[config.mk]
export PLATFORM = sky130hd
export DESIGN_NAME = char_lcd_write_sequencer
export DESIGN_NICKNAME = d
export VERILOG_FILES = /design/src/hw/rtl/lcdws_pkg.sv /design/src/hw/rtl/lcdws_front.sv /design/src/hw/rtl/lcdws_queue.sv /design/src/hw/rtl/lcdws_back.sv /design/src/hw/rtl/char_lcd_write_sequencer.sv
export SDC_FILE = /design/constraint.sdc
export NUM_CORES = 1
export LEC_CHECK = 0
export BUFFER_PORTS_ARGS = -buffer_cell sky130_fd_sc_hd__buf_2
export CAP_MARGIN = 5
export CORE_MARGIN = 1.5
export CORE_UTILIZATION = 38
export CTS_CLUSTER_DIAMETER = 120
export DETAILED_ROUTE_END_ITERATION = 7
export PLACE_DENSITY = 0.63
export SKIP_CTS_REPAIR_TIMING = 1
export SLEW_MARGIN = 20
export SYNTH_ARGS = -nofsm -noshare
export SYNTH_HDL_FRONTEND = slang
export SYNTH_SLANG_ARGS = --single-unit
export TNS_END_PERCENT = 30
[constraint.sdc]
create_clock -name i_clk -period 14.26 [get_ports i_clk]
set_input_delay 2.139 -clock i_clk [delete_from_list [all_inputs] [get_ports i_clk]]
set_output_delay 2.139 -clock i_clk [all_outputs]
set_load 0.01 [all_outputs]
[src/hw/rtl/lcdws_pkg.sv]
// Shared types and constants for the character LCD write sequencer.
package lcdws_pkg;

    // Request codes on the input cmd field
    localparam logic [2:0] CMD_INIT   = 3'd0;
    localparam logic [2:0] CMD_RAW    = 3'd1;
    localparam logic [2:0] CMD_DATA   = 3'd2;
    localparam logic [2:0] CMD_CURSOR = 3'd3;
    localparam logic [2:0] CMD_NUMBER = 3'd4;
    localparam logic [2:0] CMD_GLYPH  = 3'd5;

    // LCD bus opcodes
    localparam logic [7:0] OP_FUNCTION_SET = 8'h38;
    localparam logic [7:0] OP_DISPLAY_ON   = 8'h0C;
    localparam logic [7:0] OP_CLEAR        = 8'h01;
    localparam logic [3:0] ASCII_DIGIT_HI  = 4'h3;

    localparam int GLYPH_HEIGHT = 8;
    localparam int GLYPH_ROWS_W = 8 * GLYPH_HEIGHT;

    // Steps of the custom glyph sequence
    localparam logic [3:0] GSTEP_CGRAM    = 4'd0;
    localparam logic [3:0] GSTEP_LAST_ROW = 4'd8;
    localparam logic [3:0] GSTEP_CURSOR   = 4'd9;

    // Steps of the init sequence
    localparam logic [3:0] ISTEP_FUNCTION = 4'd0;
    localparam logic [3:0] ISTEP_DISPLAY  = 4'd1;

    typedef enum logic [2:0] {
        K_INIT,
        K_RAW,
        K_DATA,
        K_CURSOR,
        K_NUMBER,
        K_GLYPH
    } t_kind;

    typedef enum logic [1:0] {
        F_IDLE,
        F_CONV,
        F_PUSH
    } t_front_state;

    typedef enum logic {
        B_IDLE,
        B_RUN
    } t_back_state;

    typedef struct packed {
        t_kind                   kind;
        logic [7:0]              byte_value;
        logic [7:0]              cursor;
        logic [2:0]              slot;
        logic [GLYPH_ROWS_W-1:0] rows;
    } t_job;

endpackage

[src/hw/rtl/lcdws_front.sv]
// Request intake: classify each request and convert numbers to BCD.
module lcdws_front
    import lcdws_pkg::*;
#(
    parameter int NUMBER_BITS = 32,
    parameter int DIGITS      = 10
) (
    input  logic                    i_clk,
    input  logic                    i_rst_n,
    input  logic                    i_push,
    output logic                    o_full,
    input  logic [2:0]              i_cmd,
    input  logic [7:0]              i_byte_value,
    input  logic                    i_row,
    input  logic [5:0]              i_column,
    input  logic [NUMBER_BITS-1:0]  i_number,
    input  logic [2:0]              i_glyph_slot,
    input  logic [GLYPH_ROWS_W-1:0] i_glyph_rows,
    output logic                    o_q_push,
    input  logic                    i_q_full,
    output t_job                    o_job,
    output logic [4*DIGITS-1:0]     o_bcd
);

    localparam int CNT_W = $clog2(NUMBER_BITS);
    localparam logic [CNT_W-1:0] CNT_LAST = CNT_W'(NUMBER_BITS - 1);

    t_front_state            r_state, n_state;
    t_job                    r_job;
    logic [NUMBER_BITS-1:0]  r_bin;
    logic [4*DIGITS-1:0]     r_bcd;
    logic [4*DIGITS-1:0]     adj_bcd;
    logic [CNT_W-1:0]        r_cnt;
    logic                    accept;
    t_kind                   in_kind;

    always_comb begin
        unique case (i_cmd)
            CMD_INIT:   in_kind = K_INIT;
            CMD_RAW:    in_kind = K_RAW;
            CMD_DATA:   in_kind = K_DATA;
            CMD_CURSOR: in_kind = K_CURSOR;
            CMD_NUMBER: in_kind = K_NUMBER;
            default:    in_kind = K_GLYPH;
        endcase
    end

    // add 3 to every BCD digit of 5 or more before the shift
    always_comb begin
        for (int i = 0; i < DIGITS; i++) begin
            if (r_bcd[i*4 +: 4] >= 4'd5) begin
                adj_bcd[i*4 +: 4] = r_bcd[i*4 +: 4] + 4'd3;
            end else begin
                adj_bcd[i*4 +: 4] = r_bcd[i*4 +: 4];
            end
        end
    end

    always_comb begin
        n_state  = r_state;
        accept   = 1'b0;
        o_q_push = 1'b0;
        unique case (r_state)
            F_IDLE: begin
                if (i_push) begin
                    accept = 1'b1;
                    priority if (i_cmd == CMD_NUMBER) begin
                        n_state = F_CONV;
                    end else if (i_cmd <= CMD_GLYPH) begin
                        n_state = F_PUSH;
                    end else begin
                        n_state = F_IDLE; // drop unused request codes
                    end
                end
            end
            F_CONV: begin
                if (r_cnt == CNT_LAST) begin
                    n_state = F_PUSH;
                end
            end
            F_PUSH: begin
                if (!i_q_full) begin
                    o_q_push = 1'b1;
                    n_state  = F_IDLE;
                end
            end
            default: n_state = F_IDLE;
        endcase
    end

    always_ff @(posedge i_clk) begin
        if (!i_rst_n) begin
            r_state <= F_IDLE;
        end else begin
            r_state <= n_state;
        end
    end

    always_ff @(posedge i_clk) begin
        if (accept) begin
            r_job.kind       <= in_kind;
            r_job.byte_value <= i_byte_value;
            r_job.cursor     <= {1'b1, i_row, i_column};
            r_job.slot       <= i_glyph_slot;
            r_job.rows       <= i_glyph_rows;
            r_bin            <= i_number;
            r_bcd            <= '0;
            r_cnt            <= '0;
        end else if (r_state == F_CONV) begin
            r_bcd <= {adj_bcd[4*DIGITS-2:0], r_bin[NUMBER_BITS-1]};
            r_bin <= {r_bin[NUMBER_BITS-2:0], 1'b0};
            r_cnt <= r_cnt + 1'b1;
        end
    end

    assign o_full = (r_state != F_IDLE);
    assign o_job  = r_job;
    assign o_bcd  = r_bcd;

endmodule

[src/hw/rtl/lcdws_queue.sv]
// Two-entry job queue between the intake and the write sequencer.
module lcdws_queue #(
    parameter int DATA_W = 8
) (
    input  logic              i_clk,
    input  logic              i_rst_n,
    input  logic              i_push,
    output logic              o_full,
    input  logic [DATA_W-1:0] i_data,
    input  logic              i_pop,
    output logic              o_empty,
    output logic [DATA_W-1:0] o_data
);

    localparam int DEPTH = 2;
    localparam int PTR_W = $clog2(DEPTH);
    localparam int CNT_W = $clog2(DEPTH + 1);

    logic [DATA_W-1:0] r_mem [DEPTH];
    logic [PTR_W-1:0]  r_wr_ptr;
    logic [PTR_W-1:0]  r_rd_ptr;
    logic [CNT_W-1:0]  r_count;
    logic              do_push;
    logic              do_pop;

    assign o_full  = (r_count == CNT_W'(DEPTH));
    assign o_empty = (r_count == '0);
    assign do_push = i_push && !o_full;
    assign do_pop  = i_pop && !o_empty;
    assign o_data  = r_mem[r_rd_ptr];

    always_ff @(posedge i_clk) begin
        if (!i_rst_n) begin
            r_wr_ptr <= '0;
            r_rd_ptr <= '0;
            r_count  <= '0;
        end else begin
            if (do_push) begin
                r_wr_ptr <= r_wr_ptr + 1'b1;
            end
            if (do_pop) begin
                r_rd_ptr <= r_rd_ptr + 1'b1;
            end
            if (do_push && !do_pop) begin
                r_count <= r_count + 1'b1;
            end else if (do_pop && !do_push) begin
                r_count <= r_count - 1'b1;
            end
        end
    end

    always_ff @(posedge i_clk) begin
        if (do_push) begin
            r_mem[r_wr_ptr] <= i_data;
        end
    end

endmodule

[src/hw/rtl/lcdws_back.sv]
// Write sequencer: expands one job into bus writes behind an output register.
module lcdws_back
    import lcdws_pkg::*;
#(
    parameter int DIGITS = 10
) (
    input  logic                i_clk,
    input  logic                i_rst_n,
    input  logic                i_q_empty,
    output logic                o_q_pop,
    input  t_job                i_job,
    input  logic [4*DIGITS-1:0] i_bcd,
    output logic                o_empty,
    input  logic                i_pop,
    output logic                o_is_data,
    output logic [7:0]          o_bus_byte,
    output logic                o_last
);

    localparam int DIG_W = $clog2(DIGITS);
    localparam logic [DIG_W-1:0] DIG_TOP = DIG_W'(DIGITS - 1);

    t_back_state         r_state, n_state;
    t_job                r_job;
    logic [4*DIGITS-1:0] r_bcd;
    logic [3:0]          r_step;
    logic [DIG_W-1:0]    r_dig;
    logic                r_started;
    logic                r_out_valid;
    logic                r_out_is_data;
    logic [7:0]          r_out_byte;
    logic                r_out_last;

    logic       slot_free;
    logic       skip;
    logic       emit;
    logic       load;
    logic [3:0] digit;
    logic [2:0] row_idx;
    logic       wr_is_data;
    logic [7:0] wr_byte;
    logic       wr_last;

    assign slot_free = !r_out_valid || i_pop;
    assign digit     = r_bcd[r_dig*4 +: 4];
    assign row_idx   = 3'(r_step - 4'd1);
    // skip leading zeros, but always print the ones digit
    assign skip      = (r_state == B_RUN) && (r_job.kind == K_NUMBER) && !r_started
                       && (digit == 4'd0) && (r_dig != '0);
    assign emit      = (r_state == B_RUN) && !skip && slot_free;

    always_comb begin
        wr_is_data = 1'b0;
        wr_byte    = r_job.byte_value;
        wr_last    = 1'b1;
        unique case (r_job.kind)
            K_INIT: begin
                unique case (r_step)
                    ISTEP_FUNCTION: begin
                        wr_byte = OP_FUNCTION_SET;
                        wr_last = 1'b0;
                    end
                    ISTEP_DISPLAY: begin
                        wr_byte = OP_DISPLAY_ON;
                        wr_last = 1'b0;
                    end
                    default: wr_byte = OP_CLEAR;
                endcase
            end
            K_RAW:    wr_byte = r_job.byte_value;
            K_DATA:   wr_is_data = 1'b1;
            K_CURSOR: wr_byte = r_job.cursor;
            K_NUMBER: begin
                wr_is_data = 1'b1;
                wr_byte    = {ASCII_DIGIT_HI, digit};
                wr_last    = (r_dig == '0);
            end
            K_GLYPH: begin
                priority if (r_step == GSTEP_CGRAM) begin
                    wr_byte = {2'b01, r_job.slot, 3'b000};
                    wr_last = 1'b0;
                end else if (r_step <= GSTEP_LAST_ROW) begin
                    wr_is_data = 1'b1;
                    wr_byte    = r_job.rows[row_idx*8 +: 8];
                    wr_last    = 1'b0;
                end else if (r_step == GSTEP_CURSOR) begin
                    wr_byte = r_job.cursor;
                    wr_last = 1'b0;
                end else begin
                    wr_is_data = 1'b1;
                    wr_byte    = {5'd0, r_job.slot};
                end
            end
            default: wr_last = 1'b1;
        endcase
    end

    always_comb begin
        n_state = r_state;
        load    = 1'b0;
        unique case (r_state)
            B_IDLE: begin
                if (!i_q_empty) begin
                    load    = 1'b1;
                    n_state = B_RUN;
                end
            end
            B_RUN: begin
                if (emit && wr_last) begin
                    n_state = B_IDLE;
                end
            end
            default: n_state = B_IDLE;
        endcase
    end

    assign o_q_pop = load;

    always_ff @(posedge i_clk) begin
        if (!i_rst_n) begin
            r_state     <= B_IDLE;
            r_out_valid <= 1'b0;
        end else begin
            r_state <= n_state;
            if (emit) begin
                r_out_valid <= 1'b1;
            end else if (i_pop) begin
                r_out_valid <= 1'b0;
            end
        end
    end

    always_ff @(posedge i_clk) begin
        if (load) begin
            r_job     <= i_job;
            r_bcd     <= i_bcd;
            r_step    <= '0;
            r_dig     <= DIG_TOP;
            r_started <= 1'b0;
        end else if (skip) begin
            r_dig <= r_dig - 1'b1;
        end else if (emit) begin
            r_step    <= r_step + 1'b1;
            r_started <= 1'b1;
            if (r_dig != '0) begin
                r_dig <= r_dig - 1'b1;
            end
        end
        if (emit) begin
            r_out_is_data <= wr_is_data;
            r_out_byte    <= wr_byte;
            r_out_last    <= wr_last;
        end
    end

    assign o_empty    = !r_out_valid;
    assign o_is_data  = r_out_is_data;
    assign o_bus_byte = r_out_byte;
    assign o_last     = r_out_last;

endmodule

[src/hw/rtl/char_lcd_write_sequencer.sv]
// A request passes the intake register, the job queue, the sequencer and its output
//   register; a number is converted to BCD first and its leading zeros are skipped.
// The intake is full until its request is in the queue, so it holds one at a time;
//   the sequencer gives one write per cycle while its output register is free.
// Reset (synchronous, active low) empties the job queue and the output register.
module char_lcd_write_sequencer
    import lcdws_pkg::*;
#(
    parameter int NUMBER_BITS = 32
) (
    input  logic                    i_clk,
    input  logic                    i_rst_n,
    input  logic                    push,
    output logic                    full,
    input  logic [2:0]              i_cmd,
    input  logic [7:0]              i_byte_value,
    input  logic                    i_row,
    input  logic [5:0]              i_column,
    input  logic [NUMBER_BITS-1:0]  i_number,
    input  logic [2:0]              i_glyph_slot,
    input  logic [GLYPH_ROWS_W-1:0] i_glyph_rows,
    output logic                    empty,
    input  logic                    pop,
    output logic                    o_is_data,
    output logic [7:0]              o_bus_byte,
    output logic                    o_last
);

    localparam int DIGITS = (NUMBER_BITS * 30103) / 100000 + 1;
    localparam int JOB_W  = $bits(t_job);
    localparam int DATA_W = JOB_W + 4 * DIGITS;

    logic                q_push;
    logic                q_full;
    logic                q_pop;
    logic                q_empty;
    t_job                front_job;
    logic [4*DIGITS-1:0] front_bcd;
    logic [DATA_W-1:0]   q_out;
    t_job                back_job;
    logic [4*DIGITS-1:0] back_bcd;

    lcdws_front #(
        .NUMBER_BITS(NUMBER_BITS),
        .DIGITS     (DIGITS)
    ) u_front (
        .i_clk       (i_clk),
        .i_rst_n     (i_rst_n),
        .i_push      (push),
        .o_full      (full),
        .i_cmd       (i_cmd),
        .i_byte_value(i_byte_value),
        .i_row       (i_row),
        .i_column    (i_column),
        .i_number    (i_number),
        .i_glyph_slot(i_glyph_slot),
        .i_glyph_rows(i_glyph_rows),
        .o_q_push    (q_push),
        .i_q_full    (q_full),
        .o_job       (front_job),
        .o_bcd       (front_bcd)
    );

    lcdws_queue #(
        .DATA_W(DATA_W)
    ) u_queue (
        .i_clk  (i_clk),
        .i_rst_n(i_rst_n),
        .i_push (q_push),
        .o_full (q_full),
        .i_data ({front_job, front_bcd}),
        .i_pop  (q_pop),
        .o_empty(q_empty),
        .o_data (q_out)
    );

    assign back_job = t_job'(q_out[DATA_W-1 -: JOB_W]);
    assign back_bcd = q_out[4*DIGITS-1:0];

    lcdws_back #(
        .DIGITS(DIGITS)
    ) u_back (
        .i_clk     (i_clk),
        .i_rst_n   (i_rst_n),
        .i_q_empty (q_empty),
        .o_q_pop   (q_pop),
        .i_job     (back_job),
        .i_bcd     (back_bcd),
        .o_empty   (empty),
        .i_pop     (pop),
        .o_is_data (o_is_data),
        .o_bus_byte(o_bus_byte),
        .o_last    (o_last)
    );

endmodule

==> results.py <==
metrics = {
    "timing": {
        "report.final.setup_viol": 0,
        "timing_hold_violations_final": 0,
        "maxClockFrequency_mhz": 250,
        "slew_headroom": 0.274,
        "final_critical_period_ns": 4.00,
        "worstMarginPinSlew_ns": 1.08,
        "finalMaxSlewViolations": 0,
        "fin_worst_skew_ns": 0.0167,
        "layout_worst_path_cycle_share": 0.281,
        "rsz0062_at_grt": "no",
        "final_tns_setup_ns": 0,
        "holdWs_ns": 0.439,
    },
    "pwr": {
        "power.leakage_nw": 8.50,
        "powerDensity_mw_per_mm2": 183,
        "vdd.ir_drop.worst_mv": 0.0957,
    },
    "layout": {
        "fin_nets": 1559,
        "num_antenna_cells": 0,
        "drive_above_1_share": 0.293,
        "area_growth_syn_to_layout_pct": 15.8,
    },
    "worst_setup_path": {
        "critical_path_arrival_ns": 4.35,
        "regToRegSetupSlack_ns": 10.84,
        "critical-path-slowest-cell": "buf_4",
        "worstPathRequired_ns": 14.61,
        "critical_path_class": "in -> reg",
        "path_max_fanout": 93,
        "critical_path.cell_chain": "buf_2 -> inv_1 -> nor2_4 -> buf_4 -> buf_6 -> mux2_2",
        "critPathBufInv": 4,
        "critical_path.max_stage_delay_ns": 0.73,
        "crit_path_end_kind": "register",
        "worst_path_top_cell_family_by_delay": "buffers and inverters",
        "startpoint_type": "primary input",
    },
    "grt": {
        "vias_in_the_first_global_route": 11000,
        "grt_max_degree": 94,
        "wire_length_of_the_first_global_routing_pass_um": 60500,
        "grt_remaining_overflow": 0,
        "antenna_found_initial": 0,
        "grt_use_total": 0.134,
    },
    "floorplan": {
        "die_width_um": 241,
        "initial_core_util": 0.384,
        "rows": 87,
        "num_io_pins": 133,
        "die_area_mm2": 0.0583,
        "die_y_extent_um": 241,
        "core_area_mm2": 0.0563,
    },
    "detailed_routing": {
        "drc": 0,
        "vias_after_detailed_routing": 10900,
        "final_antenna_net_count": 0,
        "drt-total-wl_um": 39700,
        "wire_per_inst_um": 17.9,
        "post_drt_via_cell_ratio": 4.92,
        "number_of_drc_violations_after_detailed_routing_iteration_0": 757,
        "drtPass1Iterations": 5,
    },
    "synthesis": {
        "synth_top_area_share": 0.698,
        "yosys_warnings": 0,
        "synth.largest_area_cell": "edfxtp_1",
        "ys_seq_area_frac": 0.755,
        "number_of_instances_in_the_synthesized_netlist": 1256,
        "synthesis.area_per_instance_um2": 17.2,
        "asyncSetResetFlopFracSynth": 0,
        "synth.area.top_cells": "edfxtp_1 (70%), mux2_2 (8.4%), dfxtp_1 (5.7%)",
        "synth_seq_cells": 564,
        "synthDistinctLibCells": 59,
        "mappedNetlistArea_mm2": 0.0216,
        "synth_top_flop_cell": "edfxtp_1",
        "count_of_flip_flops_with_a_built_in_enable_after_synthesis": 502,
        "syn_nets": 1405,
    },
    "worst_hold_path": {
        "class_of_the_worst_hold_path": "reg -> reg",
    },
    "cts": {
        "clk_pin_slew_ns": 0.06,
        "clock_tree.buffer_depth": 3,
        "clock_tree_from_tritoncts": "done",
        "h_tree_level_count": 2,
        "clock_sink_count": 564,
        "cts_inserted_buffers": 56,
        "clockRootBuffer": "clkbuf_16",
        "clock_latency_ns": 0.60,
    },
    "run": {
        "max_cap_viol_count": 0,
    },
    "placement": {
        "io_buffer_count": 132,
        "hpwl_um": 23900,
        "routabilityCongestion": 0.783,
    },
    "status": {
        "outcome": "finished clean",
    },
}
[sequential cells by signal, summed over array words and instances (netlist names), 2 cells and up]
register	flops
u_back.r_dig	4
u_front.o_job	85
u_queue.r_count	2
u_back.o_bus_byte	8
u_back.r_step	4
u_front.r_state	2
u_front.o_bcd	40
u_front.r_cnt	5
u_front.r_bin	32
u_back.r_bcd	40
u_back.r_job	85
u_queue.r_mem	250
[Yosys cell counts, types with 5 or more instances]
cell and count:
edfxtp_1 502, mux2i_1 23, buf_2 5, mux2_2 161, o211ai_1 6, o22ai_1 30
xnor2_1 14, inv_1 37, dfxtp_1 62, nand3_1 16, xor2_1 11, o32ai_1 9
o21ai_0 37, ha_1 28, mux4_2 18, nand2b_1 16, a21oi_1 44, nand2_1 67
clkbuf_1 42, nor2_1 45, nor2b_1 8, and2_1 5
[power breakdown]
| group | leakage (nW) | total (mW) | switching, mW | internal, mW |
|---|---|---|---|---|
| Sequential | 5.19 | 2.22 | 0.0998 | 2.12 |
| Clock | 0.909 | 1.46 | 0.610 | 0.852 |
| Combinational | 2.40 | 0.888 | 0.532 | 0.356 |
[metal layers]
| layer | vias to the layer above | share of wire | track usage |
|---|---|---|---|
| met4 | 0 | 0.023 | 0.0436 |
| met5 | - | 0 | 0 |
| li1 | 5138 | - | - |
| met2 | 259 | 0.48 | 0.220 |
| met1 | 5427 | 0.45 | 0.180 |
| met3 | 64 | 0.049 | 0.0262 |
[kinds of logic (layout without fill, tap and decap cells)]
logic type	Yosys count	count (layout)	share of synthesized area
xor gates and xnor gates	25	25	0.0101
AOI/OAI and AO/OA	162	162	0.0468
adders and majority gates	28	28	0.0162
buffers and inverters	87	289	0.0157
DFF	564	564	0.755
and+or+nand+nor	188	188	0.0427
muxes	202	202	0.113
[metrics by stage]
stage / power (mW) / cell area, µm² / util / setup slack [ns] / std cells
after floorplan: 2.88 / 21600 / - / 7.40 / 1256
after CTS: 4.63 / 25000 / 0.444 / 9.92 / 2214
after global routing: 4.77 / 25000 / 0.445 / 10.09 / 2214
final: 4.57 / 25000 / 0.445 / 10.26 / 2214
after detailed placement: 3.16 / 23200 / 0.411 / 9.26 / 2108
after global placement: 3.14 / 23200 / 0.411 / 9.33 / 2108
[worst paths after layout]
kind / start / to / cells after the start
worst max-delay path: push / u_front.r_bin[17] / 6
worst min-delay path: u_front.o_job[54] / u_queue.r_mem[0][94] / 0
worst max register to register: u_back.r_step[0] / u_back.o_bus_byte[1] / 9
worst min register to register: u_front.o_job[54] / u_queue.r_mem[0][94] / 0
[final cells by class]
cell class / instances / area (µm²)
Clock inverter: 26 / 219
Clock buffer: 80 / 1640
Tap cell: 756 / 946
Sequential cell: 564 / 16300
Inverter: 38 / 145
Multi-Input combinational cell: 605 / 4990
Fill cell: 4858 / 31300
Timing Repair Buffer: 145 / 762
[cells in the final DEF (no fill, tap or decap), types with 12 or more instances in the layout]
| cell | netlist | final |
|---|---|---|
| mux4_2 | 18 | 18 |
| nor2_1 | 45 | 44 |
| nand2b_1 | 16 | 15 |
| nand2_1 | 67 | 67 |
| clkbuf_16 | 0 | 59 |
| inv_1 | 37 | 37 |
| mux2i_1 | 23 | 23 |
| edfxtp_1 | 502 | 502 |
| o22ai_1 | 30 | 30 |
| clkbuf_1 | 42 | 13 |
| xnor2_1 | 14 | 14 |
| nand3_1 | 16 | 16 |
| ha_1 | 28 | 28 |
| buf_4 | 0 | 12 |
| mux2_2 | 161 | 161 |
| a21oi_1 | 44 | 44 |
| dfxtp_1 | 62 | 61 |
| buf_2 | 5 | 132 |
| o21ai_0 | 37 | 36 |
(Power assumes the default switching activity.)
